`src/hw/rtl/bcrs_fifo.sv`:
```
module bcrs_fifo #(
   parameter int WIDTH = 8
) (
   input  logic             clock,
   input  logic             reset,
   input  logic             push,
   input  logic [WIDTH-1:0] push_data,
   output logic             full,
   input  logic             pop,
   output logic             not_empty,
   output logic [WIDTH-1:0] pop_data
);

   logic [WIDTH-1:0] entry_ff [2];
   logic             wr_ptr_ff, wr_ptr_in;
   logic             rd_ptr_ff, rd_ptr_in;
   logic [1:0]       count_ff, count_in;
   logic             do_push, do_pop;

   assign full = (count_ff == 2'd2);
   assign not_empty = (count_ff != 2'd0);
   assign pop_data = entry_ff[rd_ptr_ff];
   assign do_push = push && !full;
   assign do_pop = pop && not_empty;

   always_comb begin
      wr_ptr_in = wr_ptr_ff ^ do_push;
      rd_ptr_in = rd_ptr_ff ^ do_pop;
      count_in = count_ff + 2'(do_push) - 2'(do_pop);
   end

   always_ff @(posedge clock) begin
      if (reset) begin
         wr_ptr_ff <= 1'b0;
         rd_ptr_ff <= 1'b0;
         count_ff <= 2'd0;
      end else begin
         wr_ptr_ff <= wr_ptr_in;
         rd_ptr_ff <= rd_ptr_in;
         count_ff <= count_in;
      end
   end

   always_ff @(posedge clock) begin
      if (do_push) begin
         entry_ff[wr_ptr_ff] <= push_data;
      end
   end

endmodule

```
`config.mk`:
```
export PLATFORM = sky130hd
export DESIGN_NAME = bcrs_fifo
export DESIGN_NICKNAME = d
export VERILOG_FILES = /design/src/hw/rtl/bcrs_fifo.sv
export SDC_FILE = /design/constraint.sdc
export NUM_CORES = 1
export LEC_CHECK = 0
export ABC_AREA = 1
export BUFFER_PORTS_ARGS = -buffer_cell sky130_fd_sc_hd__buf_2
export CORE_MARGIN = 2
export CORE_UTILIZATION = 45
export DETAILED_ROUTE_END_ITERATION = 8
export PLACE_DENSITY = 0.73
export SYNTH_ARGS = -nofsm -noshare
export SYNTH_HDL_FRONTEND = slang
export SYNTH_SLANG_ARGS = --single-unit
```
`constraint.sdc`:
```
create_clock -name clock -period 1.5 [get_ports clock]
set_input_delay 0.225 -clock clock [delete_from_list [all_inputs] [get_ports clock]]
set_output_delay 0.225 -clock clock [all_outputs]
set_load 0.01 [all_outputs]
```
; Yosys cells after proc, flatten, opt, wreduce, memory -nomap -nowiden
; Memories as Yosys holds them, arrays and structs flattened. A register that Yosys moved wholly into a read port is not among the register bits.
; Index checks and enable logic that the tools add are counted.
[totals]
register_bits = 4
ramBits = 16
in_bits = 12
output_inout_bits = 10
wordCells = 16
mem_count = 1
[memory_table]
columns = memory, words, width, read_ports, rd_ports_with_merged_regs, write_ports, line
row1 = entry_ff, 2, 8, 1, 1, 1, 14  ; logic [WIDTH-1:0] entry_ff [2];
[op_classes]
add_sub_neg = 2
eq_ne = 1
mux = 3
bitwise = 2
reduce_logical = 4
[op_table]
columns = cell, n
row1 = $mux 1, 3
row2 = $add 2x1->2, 1
row3 = $eq 2x2->1 const B, 1
row4 = $logic_and 1x1->1, 2
row5 = $reduce_bool 2->1, 1
row6 = $sub 2x1->2, 1
row7 = $xor 1x1->1, 2
row8 = $logic_not 1->1, 1

; Longest topological paths before layout
[logic_depth]
depth_word = 5
mapped_depth = 10
ltp_nobuf = 10

; Worst setup path after synthesis
; No wires, ideal clock.
[synth_path]
kind = reg2reg
from = reg count_ff[1]
to = reg count_ff[1]
setup_ps = 115
arrival_ps = 1258
required_time_ps = 1385
slack_ps = 127
stages_incl_launch_ff = 11
path_buffers = 0
synth_period_minus_slack_ps = 1373
path_cell_list = dfxtp_1 > inv_1 > o21ai_0 > ha_1 > inv_1 > ha_1 > inv_1 > nand2_1 > nand3_1 > nand2_1 > nor2_1
[synth_via]
elab_chain_cells = 5
word_cells_on_any_way = 7
cone_classes = 2 x add/sub / 1 x eq/ne / 4 x reduce/logical
[synth_rtl]
columns = item, line
row1 = "start, declared", 17  ; logic [1:0] count_ff, count_in;
row2 = "start signal, assigned", 40  ; count_ff <= count_in;
row3 = $eq 2x2->1, 20  ; assign full = (count_ff == 2'd2);
row4 = $logic_not 1->1, 23  ; assign do_push = push && !full;
row5 = $logic_and 1x1->1, 23
row6 = $add 2x1->2, 29  ; count_in = count_ff + 2'(do_push) - 2'(do_pop);
row7 = $sub 2x1->2 (*), 29
; Mark *: on every way between the ends. The rest lies on a longest branch, timed or not.
; A chain may end at the register's enable or synchronous reset.

; Worst setup path after layout
; Ends and elaborated chain as after synthesis.

==> summary.txt <==
Status -> completed
Maximum number of pins on one net before global-route repair -> 12
Ratio of total power to cell area -> 1650 nW/um^2
Clock slew at the register clock pins of the worst setup and hold paths -> 0.10 ns
Total track usage -> 12.9%
Path class of the lowest-slack min-delay path -> in2reg
Largest delay share family, worst path -> adder cells
Worst Hold Launch -> reset
Layer with the highest usage -> met2
Post-detailed-routing wire length -> 1350 um
Register area share after synthesis -> 66.1%
GRT met3 Usage -> 3.40%
Synthesized-area fraction occupied by xor and xnor cells -> 0%
Startpoint kind of the worst setup timing path -> flop
Area growth from synthesis to layout -> 29.5%
Worst path max stage delay -> 0.38 ns
Global-route met1 utilization -> 13.8%
CTS Hold Bufs -> 0
Post-synthesis simple-gate area fraction -> 6.93%
DR vias/cell -> 4.67
Cell type of the slowest stage on the worst timing path -> sky130_fd_sc_hd__dfxtp_4
Max-cap check violation count -> 0
Final antenna-violating net count -> 0
Most common cell after layout, fill and taps aside -> sky130_fd_sc_hd__buf_2
Effective utilization at floorplan -> 48.6%
Total clock buffers created by CTS -> 3
Area share of fa/ha/maj cells after synthesis -> 5.90%
Number of pins exceeding their max-slew limit in the final report -> 0
Clock tree from TritonCTS -> done
Fraction of final layout cells with drive strength greater than 1 -> 56.7%
Switching power -> 575 uW
Post-DR wirelength/cell -> 11.7 um
RSZ-0062 raised after global routing -> yes
# IOs -> 22
Start-to-end type of the worst setup path -> reg2reg
Total core area -> 1750 sq um
Switching portion of total power -> 31.7%
Total via count after detailed routing -> 537
Post-synth top area cell -> sky130_fd_sc_hd__edfxtp_1
GR Overflow Total -> 0
Worst-path cell chain -> inv_2, o21ai_2, ha_1, inv_1, ha_2, inv_2, nand2_2, nand3_2, nand2_2, nor2_1
Cells after Synth -> 60
I/O Buffers -> 21
Post-placement worst setup slack -> -0.0164 ns
Deepest level of the CTS H-tree -> 1
Clk Latency, worst-skew pair -> 0.29 ns
Data required time at the worst endpoint -> 1.69 ns
Seq pwr share -> 45.5%
Timing-limited maximum frequency -> 0.687 GHz
Most frequent cells in the layout -> sky130_fd_sc_hd__buf_2 (21), sky130_fd_sc_hd__edfxtp_1 (16), sky130_fd_sc_hd__mux2_4 (8), sky130_fd_sc_hd__inv_1 (8), sky130_fd_sc_hd__nor2_1 (6)
Combinational fraction of design power -> 40.8%
Met2 global-route usage -> 24.1%
Worst Skew -> 0.00511 ns
Worst slew margin -> 90.9%
Final Cycle Share -> 97.0%
Post-layout net count -> 107
Source of the critical timing path -> count_ff[1]
Global-route wire length before repair -> 1910 um
Die area -> 2250 sq um
Pin slew with the least headroom to its limit -> 0.136 ns
Average cell area after synthesis -> 14.1 sq um
Power share of the clock group -> 13.8%
DR DRC count -> 0
Multiplexer share of the synthesized area -> 14.2%
Worst supply voltage drop on vdd -> 1.04 mV
DRC marker count from the first detailed-route iteration -> 10
Cell internal power dissipation -> 1.24 mW
Static leakage -> 0.487 nW
Post-route worst hold slack -> 0.106 ns
Final Critical Period -> 1.46 ns
Post-synthesis net count -> 76
Number of sinks handled by clock tree synthesis -> 20
Final Power -> 1.81 mW
Maximum clock path buffer count -> 2
Number of global-route vias before repair -> 475
Yosys synthesis warning count -> 0
Worst Setup Slack, final -> 0.0445 ns
Antenna violations before repair -> 0
Combined buffer and inverter count along the critical path -> 3
Endpoint class of the critical path -> flop
Most area-consuming cells after synthesis -> sky130_fd_sc_hd__edfxtp_1 (57%), sky130_fd_sc_hd__mux2_4 (14%), sky130_fd_sc_hd__dfxtp_1 (9.4%), sky130_fd_sc_hd__ha_1 (5.9%), sky130_fd_sc_hd__inv_1 (4.4%)
Chip Height -> 47.4 um
Number of diodes -> 0
Cell area after technology mapping -> 848 sq um
Critical path fanouts, max -> 2
Detailed Place HPWL -> 961 um
TritonRoute pass-1 iters -> 3
Origin of the critical flop-to-flop path -> count_ff[1]
Num rows -> 15
Clock Tree Root -> sky130_fd_sc_hd__clkbuf_4
Final Wtd Congestion -> 0.794
Combinational family with the most area after synthesis -> multiplexers
Final hold vios -> 0
Setup total negative slack -> 0 ns
Synthesis-stage register bit count -> 20
Horiz. Die Dim -> 47.4 um
Arr. time, crit path -> 1.64 ns
Setup Viol. Count Final -> 0
Netlist cell types -> 11
Area fraction of the dominant cell type after synthesis -> 56.6%
Post-synthesis compound-gate area fraction -> 1.18%
FILL cells -> 134
power groups by stage:
stage | registers [mW] | logic, mW | clock network, mW
floorplan | 0.776 | 0.440 | 0
global placement | 0.788 | 0.631 | 0
detailed placement | 0.797 | 0.650 | 0
CTS | 0.787 | 0.654 | 0.256
global route | 0.839 | 0.822 | 0.278
finish | 0.823 | 0.738 | 0.250
cells by family after synthesis:
kind of cell    count (synthesis)
fa+ha+maj                       4
flops                          20
simple gates                   15
buf+inv                        11
compound gates                  2
mux                             8
synth_stat cells (all sizes together):
| master | count |
|---|---|
| nand3 | 2 |
| ha | 4 |
| o21ai | 1 |
| nor2 | 8 |
| inv | 10 |
| mux2 | 8 |
| buf | 1 |
| a21oi | 1 |
| nand2 | 5 |
| edfxtp | 16 |
| dfxtp | 4 |
metal layers:
layer	wire, um	vias up
met5	0	-
met4	0	0
met3	69	0
met2	707	15
met1	569	259
li1	-	263
per-stage QoR:
step	cells	cell area, sq um	util [%]
after detailed placement	109	1020	58.2
after floorplan	60	848	-
final	115	1100	62.9
after global placement	109	1020	58.2
after global routing	115	1100	62.9
after CTS	113	1040	59.8
worst register-to-register path: stages, from the launching register on:
cell	delay, ns
sky130_fd_sc_hd__dfxtp_4	0.38
sky130_fd_sc_hd__inv_2	0.04
sky130_fd_sc_hd__o21ai_2	0.15
sky130_fd_sc_hd__ha_1	0.25
sky130_fd_sc_hd__inv_1	0.06
sky130_fd_sc_hd__ha_2	0.18
sky130_fd_sc_hd__inv_2	0.04
sky130_fd_sc_hd__nand2_2	0.07
sky130_fd_sc_hd__nand3_2	0.08
sky130_fd_sc_hd__nand2_2	0.07
sky130_fd_sc_hd__nor2_1	0.04
area by class of cell:
type	count	area [sq um]	share of cell area [%]
Tap cell	25	31.3	2.85
Clock buffer	4	26.3	2.39
Sequential cell	20	572	52.1
Inverter	10	37.5	3.42
Timing Repair Buffer	27	163	14.8
Multi-Input combinational cell	29	269	24.5
sequential cells by signal (all words and copies together), names as in the netlist:
| name | cells |
|---|---|
| count_ff | 2 |
| entry_ff | 16 |
| rd_ptr_ff | 1 |
| wr_ptr_ff | 1 |
worst paths after layout:
kind,slack [ns],end,depth (start not counted)
setup / recovery,0.04,count_ff[1],10
hold / removal,0.11,count_ff[0],2
setup reg to reg,0.04,count_ff[1],10
hold reg to reg,0.58,wr_ptr_ff,3
repair_timing:
item                                    in CTS  in global routing
pin swaps                                    0                  6
hold endpoints to repair                     0                  0
gates resized for setup                      2                 16
endpoints found under the setup margin       9                  9
buffers inserted                             0                  2
No activity file was read; power rests on OpenSTA's default activity.
