===== src/hw/rtl/bcrs_pkg.sv =====
package bcrs_pkg;

   localparam int CHAN_W = 8;
   localparam int COLOR_W = 3 * CHAN_W;
   localparam int SIZE_CFG_W = 9;
   localparam int RADIUS_CFG_W = 10;
   localparam int TOL_CFG_W = 8;
   localparam int CSR_INDEX_W = 2;
   localparam int CSR_DATA_W = 10;
   localparam int COORD_W = 16;
   localparam int CALC_W = 18;
   localparam int RADIUS_SQ_W = 19;
   localparam int LIMIT_W = 18;
   localparam int DIST_W = 19;

   localparam logic [RADIUS_CFG_W-1:0] RADIUS_LIMIT = 10'd512;
   localparam logic [1:0] DIST_FACTOR = 2'd3;
   localparam logic [CHAN_W-1:0] SELECTED_VALUE = 8'd255;

   localparam logic [1:0] OP_LOAD = 2'd0;
   localparam logic [1:0] OP_STROKE = 2'd1;
   localparam logic [1:0] OP_READ = 2'd2;

   localparam logic [1:0] KIND_NONE = 2'd0;
   localparam logic [1:0] KIND_LOAD = 2'd1;
   localparam logic [1:0] KIND_STROKE = 2'd2;
   localparam logic [1:0] KIND_READ = 2'd3;

   localparam logic [CSR_INDEX_W-1:0] CSR_WIDTH = 2'd0;
   localparam logic [CSR_INDEX_W-1:0] CSR_HEIGHT = 2'd1;
   localparam logic [CSR_INDEX_W-1:0] CSR_RADIUS = 2'd2;
   localparam logic [CSR_INDEX_W-1:0] CSR_TOLERANCE = 2'd3;

   function automatic logic [RADIUS_CFG_W-1:0] radius_eff(input logic [RADIUS_CFG_W-1:0] r);
      logic [RADIUS_CFG_W-1:0] v;
      if (r == '0) begin
         v = 10'd1;
      end else if (r > RADIUS_LIMIT) begin
         v = RADIUS_LIMIT;
      end else begin
         v = r;
      end
      return v;
   endfunction

endpackage


===== src/hw/rtl/bcrs_front.sv =====
module bcrs_front #(
   parameter int MAX_WIDTH = 256,
   parameter int MAX_HEIGHT = 256,
   localparam int XW = (MAX_WIDTH > 1) ? $clog2(MAX_WIDTH) : 1,
   localparam int YW = (MAX_HEIGHT > 1) ? $clog2(MAX_HEIGHT) : 1,
   localparam int ENTRY_W = 3 + bcrs_pkg::COLOR_W + 3 * XW + 3 * YW
) (
   input  logic [1:0]                              req_op,
   input  logic signed [bcrs_pkg::COORD_W-1:0]     req_x_coord,
   input  logic signed [bcrs_pkg::COORD_W-1:0]     req_y_coord,
   input  logic [bcrs_pkg::CHAN_W-1:0]             req_blue,
   input  logic [bcrs_pkg::CHAN_W-1:0]             req_green,
   input  logic [bcrs_pkg::CHAN_W-1:0]             req_red,
   input  logic [bcrs_pkg::SIZE_CFG_W-1:0]         cfg_width,
   input  logic [bcrs_pkg::SIZE_CFG_W-1:0]         cfg_height,
   input  logic [bcrs_pkg::RADIUS_CFG_W-1:0]       cfg_radius,
   output logic [ENTRY_W-1:0]                      entry
);

   localparam int EWW = $clog2(MAX_WIDTH + 1);
   localparam int EHW = $clog2(MAX_HEIGHT + 1);
   localparam int CW = bcrs_pkg::CALC_W;

   logic [EWW-1:0]        eff_w;
   logic [EHW-1:0]        eff_h;
   logic signed [CW-1:0]  xs, ys, wm1, hm1, rs;
   logic signed [CW-1:0]  sx, sy, xlo, xhi, ylo, yhi, x0, x1, y0, y1;
   logic                  in_image;
   logic [1:0]            kind;
   logic                  status;

   always_comb begin
      if (cfg_width == '0) begin
         eff_w = EWW'(1);
      end else if (32'(cfg_width) > MAX_WIDTH) begin
         eff_w = EWW'(MAX_WIDTH);
      end else begin
         eff_w = EWW'(cfg_width);
      end
      if (cfg_height == '0) begin
         eff_h = EHW'(1);
      end else if (32'(cfg_height) > MAX_HEIGHT) begin
         eff_h = EHW'(MAX_HEIGHT);
      end else begin
         eff_h = EHW'(cfg_height);
      end
   end

   always_comb begin
      xs = CW'(req_x_coord);
      ys = CW'(req_y_coord);
      wm1 = $signed(CW'(eff_w)) - CW'(1);
      hm1 = $signed(CW'(eff_h)) - CW'(1);
      rs = $signed(CW'(bcrs_pkg::radius_eff(cfg_radius)));
      sx = (xs < 0) ? CW'(0) : ((xs > wm1) ? wm1 : xs);
      sy = (ys < 0) ? CW'(0) : ((ys > hm1) ? hm1 : ys);
      xlo = sx - rs;
      xhi = sx + rs;
      ylo = sy - rs;
      yhi = sy + rs;
      x0 = (xlo < 0) ? CW'(0) : xlo;
      x1 = (xhi > wm1) ? wm1 : xhi;
      y0 = (ylo < 0) ? CW'(0) : ylo;
      y1 = (yhi > hm1) ? hm1 : yhi;
      in_image = (xs >= 0) && (xs <= wm1) && (ys >= 0) && (ys <= hm1);
   end

   always_comb begin
      kind = bcrs_pkg::KIND_NONE;
      status = 1'b0;
      unique case (req_op)
         bcrs_pkg::OP_LOAD: begin
            kind = in_image ? bcrs_pkg::KIND_LOAD : bcrs_pkg::KIND_NONE;
            status = !in_image;
         end
         bcrs_pkg::OP_STROKE: begin
            kind = bcrs_pkg::KIND_STROKE;
         end
         bcrs_pkg::OP_READ: begin
            kind = in_image ? bcrs_pkg::KIND_READ : bcrs_pkg::KIND_NONE;
            status = !in_image;
         end
         default: begin
            kind = bcrs_pkg::KIND_NONE;
         end
      endcase
   end

   assign entry = {kind, status, XW'(sx), YW'(sy), req_red, req_green, req_blue,
                   XW'(x0), XW'(x1), YW'(y0), YW'(y1)};

endmodule


===== config.mk =====
export PLATFORM = sky130hd
export DESIGN_NAME = bcrs_front
export DESIGN_NICKNAME = d
export VERILOG_FILES = /design/src/hw/rtl/bcrs_pkg.sv /design/src/hw/rtl/bcrs_front.sv
export SDC_FILE = /design/constraint.sdc
export NUM_CORES = 1
export LEC_CHECK = 0
export ABC_CLOCK_PERIOD_IN_PS = 7900
export BUFFER_PORTS_ARGS = -buffer_cell sky130_fd_sc_hd__buf_2
export CAP_MARGIN = 15
export CORE_ASPECT_RATIO = 0.5
export CORE_MARGIN = 1.5
export CORE_UTILIZATION = 49
export DETAILED_ROUTE_END_ITERATION = 16
export PLACE_DENSITY_LB_ADDON = 0.1
export SYNTH_ARGS = -nofsm -noshare
export SYNTH_HDL_FRONTEND = slang
export SYNTH_SLANG_ARGS = --single-unit

===== constraint.sdc =====
create_clock -name vclk -period 7.9
set_clock_uncertainty 0.1 [all_clocks]
set_input_delay 0.395 -clock vclk [all_inputs]
set_output_delay 0.395 -clock vclk [all_outputs]
set_load 0.02 [all_outputs]

# Yosys cells after proc, flatten, opt, wreduce, memory -nomap -nowiden

Index checks and enable logic that the tools add are counted.
W data, S select, Z words.

Flip-flop bits (word level): 0
Input port bits: 86
Output and inout bits: 75

Add/sub/neg operators: 6
$lt $le $gt $ge: 15
Eq/ne operators: 2
Muxes and demuxes: 18
Reduce and logical (&&, ||, !) cells: 9

Operators with widths:

| kind                   | number |
|---|---|
| $mux W18               | 4 |
| $add A18 B11 Y18       | 2 |
| $gt A18 B10 Y1         | 2 |
| $lt A18 B1 Y1 const B  | 2 |
| $mux W9                | 4 |
| $sub A18 B11 Y18       | 2 |
| $ge A16 B1 Y1 const B  | 2 |
| $gt A16 B10 Y1         | 2 |
| $le A16 B10 Y1         | 2 |
| $lt A16 B1 Y1 const B  | 2 |
| $mux W8                | 4 |
| $mux W10               | 2 |
| $sub A9 B1 Y10 const B | 2 |
| $gt A9 B9 Y1 const B   | 2 |
| $logic_not A9 Y1       | 2 |
| $gt A10 B10 Y1 const B | 1 |
| $logic_not A10 Y1      | 1 |
| $pmux W2 S3            | 1 |
| $logic_and A1 B1 Y1    | 3 |
| $eq A2 B1 Y1 const B   | 1 |
| $eq A2 B2 Y1 const B   | 1 |
| $logic_not A2 Y1       | 1 |
| $mux W1                | 2 |
| $mux W2                | 1 |
| other kinds (2)        | 2 |

# Longest topological paths before layout

Word-level depth: 10
Depth in mapped cells: 41

# Worst setup path after synthesis

OpenSTA, ideal clock, no wires.

Kind: in2out
Start point: input cfg_width[4] (netlist bit)
End point: output entry[16]
Arrival: 7,922 ps
Slack: -517 ps
Stages on the path: 37
Path buffers: 3
Path through: nor3_1 nand2b_1 or3_1 nor2_1 o21bai_1 ha_1 clkbuf_1 o21ai_0 nand2_1 nand2_1 inv_1 ha_1 nand4_1 nor3_2 o21ai_1 a31o_2 nor2_1 clkbuf_1 nor2_1 a211oi_1 ha_1 buf_2 nand2b_1 a21oi_1 nor2_1 o211ai_1 nor2_1 a21oi_1 a31oi_1 or3_1 a21oi_1 ha_1 a21o_1 a211oi_1 a21oi_1 o21ai_1 mux2i_1

Word-level cells in the longest chain between the ends: 10

Ends and longest elaborated chain:

| item                     | RTL line         | RTL |
|---|---|---|
| start, declared          | bcrs_front.sv:14 | `input logic [bcrs_pkg::SIZE_CFG_W-1:0] cfg_width,` |
| $gt A9 B9 Y1             | bcrs_front.sv:35 | `end else if (32'(cfg_width) > MAX_WIDTH) begin` |
| $mux W9                  | bcrs_front.sv:35 |  |
| $mux W9 *                | bcrs_front.sv:33 | `if (cfg_width == '0) begin` |
| $sub A9 B1 Y10 *         | bcrs_front.sv:52 | `wm1 = $signed(CW'(eff_w)) - CW'(1);` |
| $gt A16 B10 Y1           | bcrs_front.sv:55 | `sx = (xs < 0) ? CW'(0) : ((xs > wm1) ? wm1 : xs);` |
| $mux W18 * (2 in series) | bcrs_front.sv:55 |  |
| net entry[67]            | bcrs_front.sv:17 | `output logic [ENTRY_W-1:0] entry` |
| $add A18 B11 Y18 *       | bcrs_front.sv:58 | `xhi = sx + rs;` |
| $gt A18 B10 Y1 *         | bcrs_front.sv:62 | `x1 = (xhi > wm1) ? wm1 : xhi;` |
| $mux W8 *                | bcrs_front.sv:62 |  |
| end, declared            | bcrs_front.sv:17 |  |

Mark *: on every way through the listed nets, which the timed path passes. The rest lies on a longest branch.

# Worst setup path after layout

Start point: input cfg_width[4] (netlist bit)
End point: output entry[23]

Word-level cells in the longest chain between the ends: 10

Ends and longest elaborated chain:

| item                   | RTL line |
|---|---|
| $gt A9 B9 Y1           | bcrs_front.sv:35 |
| $mux W9                | bcrs_front.sv:35 |
| $mux W9 *              | bcrs_front.sv:33 |
| $sub A9 B1 Y10 *       | bcrs_front.sv:52 |
| $gt A16 B10 Y1         | bcrs_front.sv:55 |
| $mux W18 (2 in series) | bcrs_front.sv:55 |
| $add A18 B11 Y18       | bcrs_front.sv:58 |
| $gt A18 B10 Y1         | bcrs_front.sv:62 |
| $mux W8 *              | bcrs_front.sv:62 |

Every way passes the cells marked *; elsewhere a longest branch is shown, timed or not.

==> metrics.csv <==
stage,metric,value,unit
clock_tree,ctsHoldBuffers,0,
power_and_ir_drop,sw_frac_of_total,58.7,%
placement,place_inst,957,
route,via_per_inst,5.54,
floorplanning,pin_count,161,
power_and_ir_drop,p_int,0.263,mW
critical_path,max_stage_delay,0.36,ns
power_and_ir_drop,leakage,3.12,nW
floorplanning,die-height,74.0,um
sta,finalHoldViolCount,0,
critical_path,path_delay_family,compound AO/OA/AOI/OAI gates,
floorplanning,start_util,51.4,%
logic_synthesis,yosys_warnings,0,
critical_path,critPathRequiredTime,7.40,ns
critical_path,endpoint,entry[23],
critical_path,critPathLaunchType,input port,
sta,final-max-slew-violation-count,0,
floorplanning,die_area,10700,um^2
logic_synthesis,ys_types,73,
grt,antenna_found_initial,0,
grt,grt_max_degree,14,
critical_path,cp.arrival,7.09,ns
final_layout,drive_gt1_share,28.1,%
power_and_ir_drop,pwr-share-clk,0,%
critical_path,startpoint,cfg_width[4],
grt,grtUsageTotal,25.3,%
route,drt_first_pass_iters,4,
power_and_ir_drop,p_comb_share,100.0,%
final_layout,nets,1028,
grt,overflow,0,
critical_path,path_class,input port to primary output,
final_layout,design.seq.count,0,
placement,port_buffers,113,
power_and_ir_drop,p_total,0.637,mW
min_path,hp-start,req_blue[0],
logic_synthesis,synthCells,686,
logic_synthesis,ys_seq_area_share,0,%
placement,globalplace.congestion,0.934,
power_and_ir_drop,p_sw,0.374,mW
route,num_vias,5344,
critical_path,critPathBufInv,7,
route,wl_per_cell,15.0,um
floorplanning,coreArea,9600,um^2
sta,period_needed,7.58,ns
final_layout,regArea,0,um^2
placement,hpwl,12400,um
sta,max_freq,132,MHz
status,status,"complete, no violations",
final_layout,clockBufferCount,0,
floorplanning,row_count,25,
critical_path,cp-end-kind,primary output,
route,drtIter0Drc,254,
min_path,hold_class,input port to primary output,
route,drc,0,
floorplanning,die_w,145,um
final_layout,final_area,6060,um^2
critical_path,crit_slowest_cell,or3_1,
grt,grt_pass1_vias,4913,
critical_path,cp.depth,40,
final_layout,area_growth,22.8,%
power_and_ir_drop,powerDensity,105,nW/um^2
critical_path,path_max_fanout,11,
sta,setup_viol,0,
logic_synthesis,synth_area,4940,um^2
run,maxCapViolCount,0,
grt,grt_pass1_wl,22800,um
logic_synthesis,syn_area_per_cell,7.20,um^2
route,routed_wl,14400,um
sta,max_slew.worst_pin.slew,0.607,ns
final_layout,instances_no_fill,965,
power_and_ir_drop,seq_power_share,0,%
final_layout,diodes,0,
placement,place_area,5840,um^2
power_and_ir_drop,ir_worst_vdd,0.0669,mV
route,ant_nets,0,
sta,slew_headroom,59.3,%
sta,fin_crit_sh,96.0,%
[per-layer routing]
layer	vias to the layer above	track usage, %	wire length (um)
met5	-	0	0
met4	0	3.55	175
met3	28	0.859	643
met2	135	48.7	6760
li1	2715	-	-
met1	2466	33.0	6860
[logic make-up after synthesis]
family | count (synthesis) | synth area share [%]
mux | 26 | 5.35
fa+ha+maj | 110 | 27.9
simple gates | 239 | 25.5
compound gates | 179 | 25.7
other cells | 2 | 0.152
buf+inv | 95 | 9.20
xor+xnor | 35 | 6.21
[metrics by stage]
stage	hold slack [ns]	setup slack [ns]	util [%]	setup TNS [ns]
after floorplan	0.779	0.0807	-	0
after global placement	0.690	0.0887	60.8	0
after detailed placement	0.690	-0.0874	60.8	-0.185
after CTS	0.690	0.0417	61.1	0
after global routing	0.690	-0.0862	63.2	-0.584
final	0.690	0.316	63.2	0
[Yosys cell counts (all sizes together) (9+ instances only)]
cell | count | share of area (%)
mux2i | 23 | 4.7
xnor2 | 24 | 4.3
a21oi | 62 | 6.7
nand2b | 14 | 1.8
buf | 28 | 4.1
a211oi | 12 | 1.8
nor2 | 78 | 6.1
nor4 | 11 | 1.7
ha | 110 | 28
nor2b | 21 | 2.7
clkbuf | 16 | 1.2
nand2 | 42 | 3.3
nor3 | 17 | 1.9
o21bai | 9 | 1.4
a21o | 17 | 2.6
inv | 50 | 3.8
xor2 | 11 | 2.0
or3 | 9 | 1.1
nand4 | 18 | 2.6
o21ai | 29 | 2.9
[worst min-delay path by stage]
stage                           end  slack [ns]  cells after the start
after global placement    entry[32]        0.69                      0
final                     entry[32]        0.69                      0
after global routing      entry[32]        0.69                      0
after CTS                 entry[32]        0.69                      0
after floorplan           entry[73]        0.78                      1
after detailed placement  entry[32]        0.69                      0
[area by class of cell]
type | instances | area, um^2
fillers | 946 | 3540
well taps | 135 | 169
repair buffers | 154 | 890
inverters | 51 | 191
multi-input cells | 625 | 4810
[cell usage in the layout, fill, tap and decap left out, types with 3 or more instances in the layout]
cell	netlist	final
a211oi_1	12	8
a211oi_2	0	3
a21o_1	17	17
a21oi_1	56	50
a21oi_2	6	12
a31oi_1	7	7
and2_1	6	6
buf_2	3	108
buf_4	25	45
conb_1	2	36
ha_1	110	106
ha_2	0	3
inv_1	50	50
mux2_2	3	3
mux2i_1	23	17
mux2i_2	0	6
nand2_1	41	40
nand2b_1	14	14
nand4_1	17	17
nor2_1	74	67
nor2_2	4	10
nor2b_1	20	20
nor3_1	15	13
nor3_2	2	4
nor3b_1	5	4
nor4_1	10	8
o211ai_1	6	6
o21a_1	6	6
o21ai_0	24	21
o21ai_1	5	4
o21ai_2	0	3
o21bai_1	9	8
or2_2	4	4
or3_1	9	9
or4_1	5	5
xnor2_1	24	23
xor2_1	11	11
[power groups by stage]
stage          sequential, mW  clock [mW]  combinational, mW
2_1_floorplan               0           0              0.445
3_3_place_gp                0           0              0.598
3_5_place_dp                0           0              0.605
4_1_cts                     0           0              0.612
5_1_grt                     0           0              0.700
6_report                    0           0              0.637
[what timing repair did]
action                     in CTS  in global routing
gates resized for setup         0                 43
buffers inserted                4                  4
setup endpoints to repair       8                 16
pin swaps                       1                 14
No activity file was read; power rests on OpenSTA's default activity.
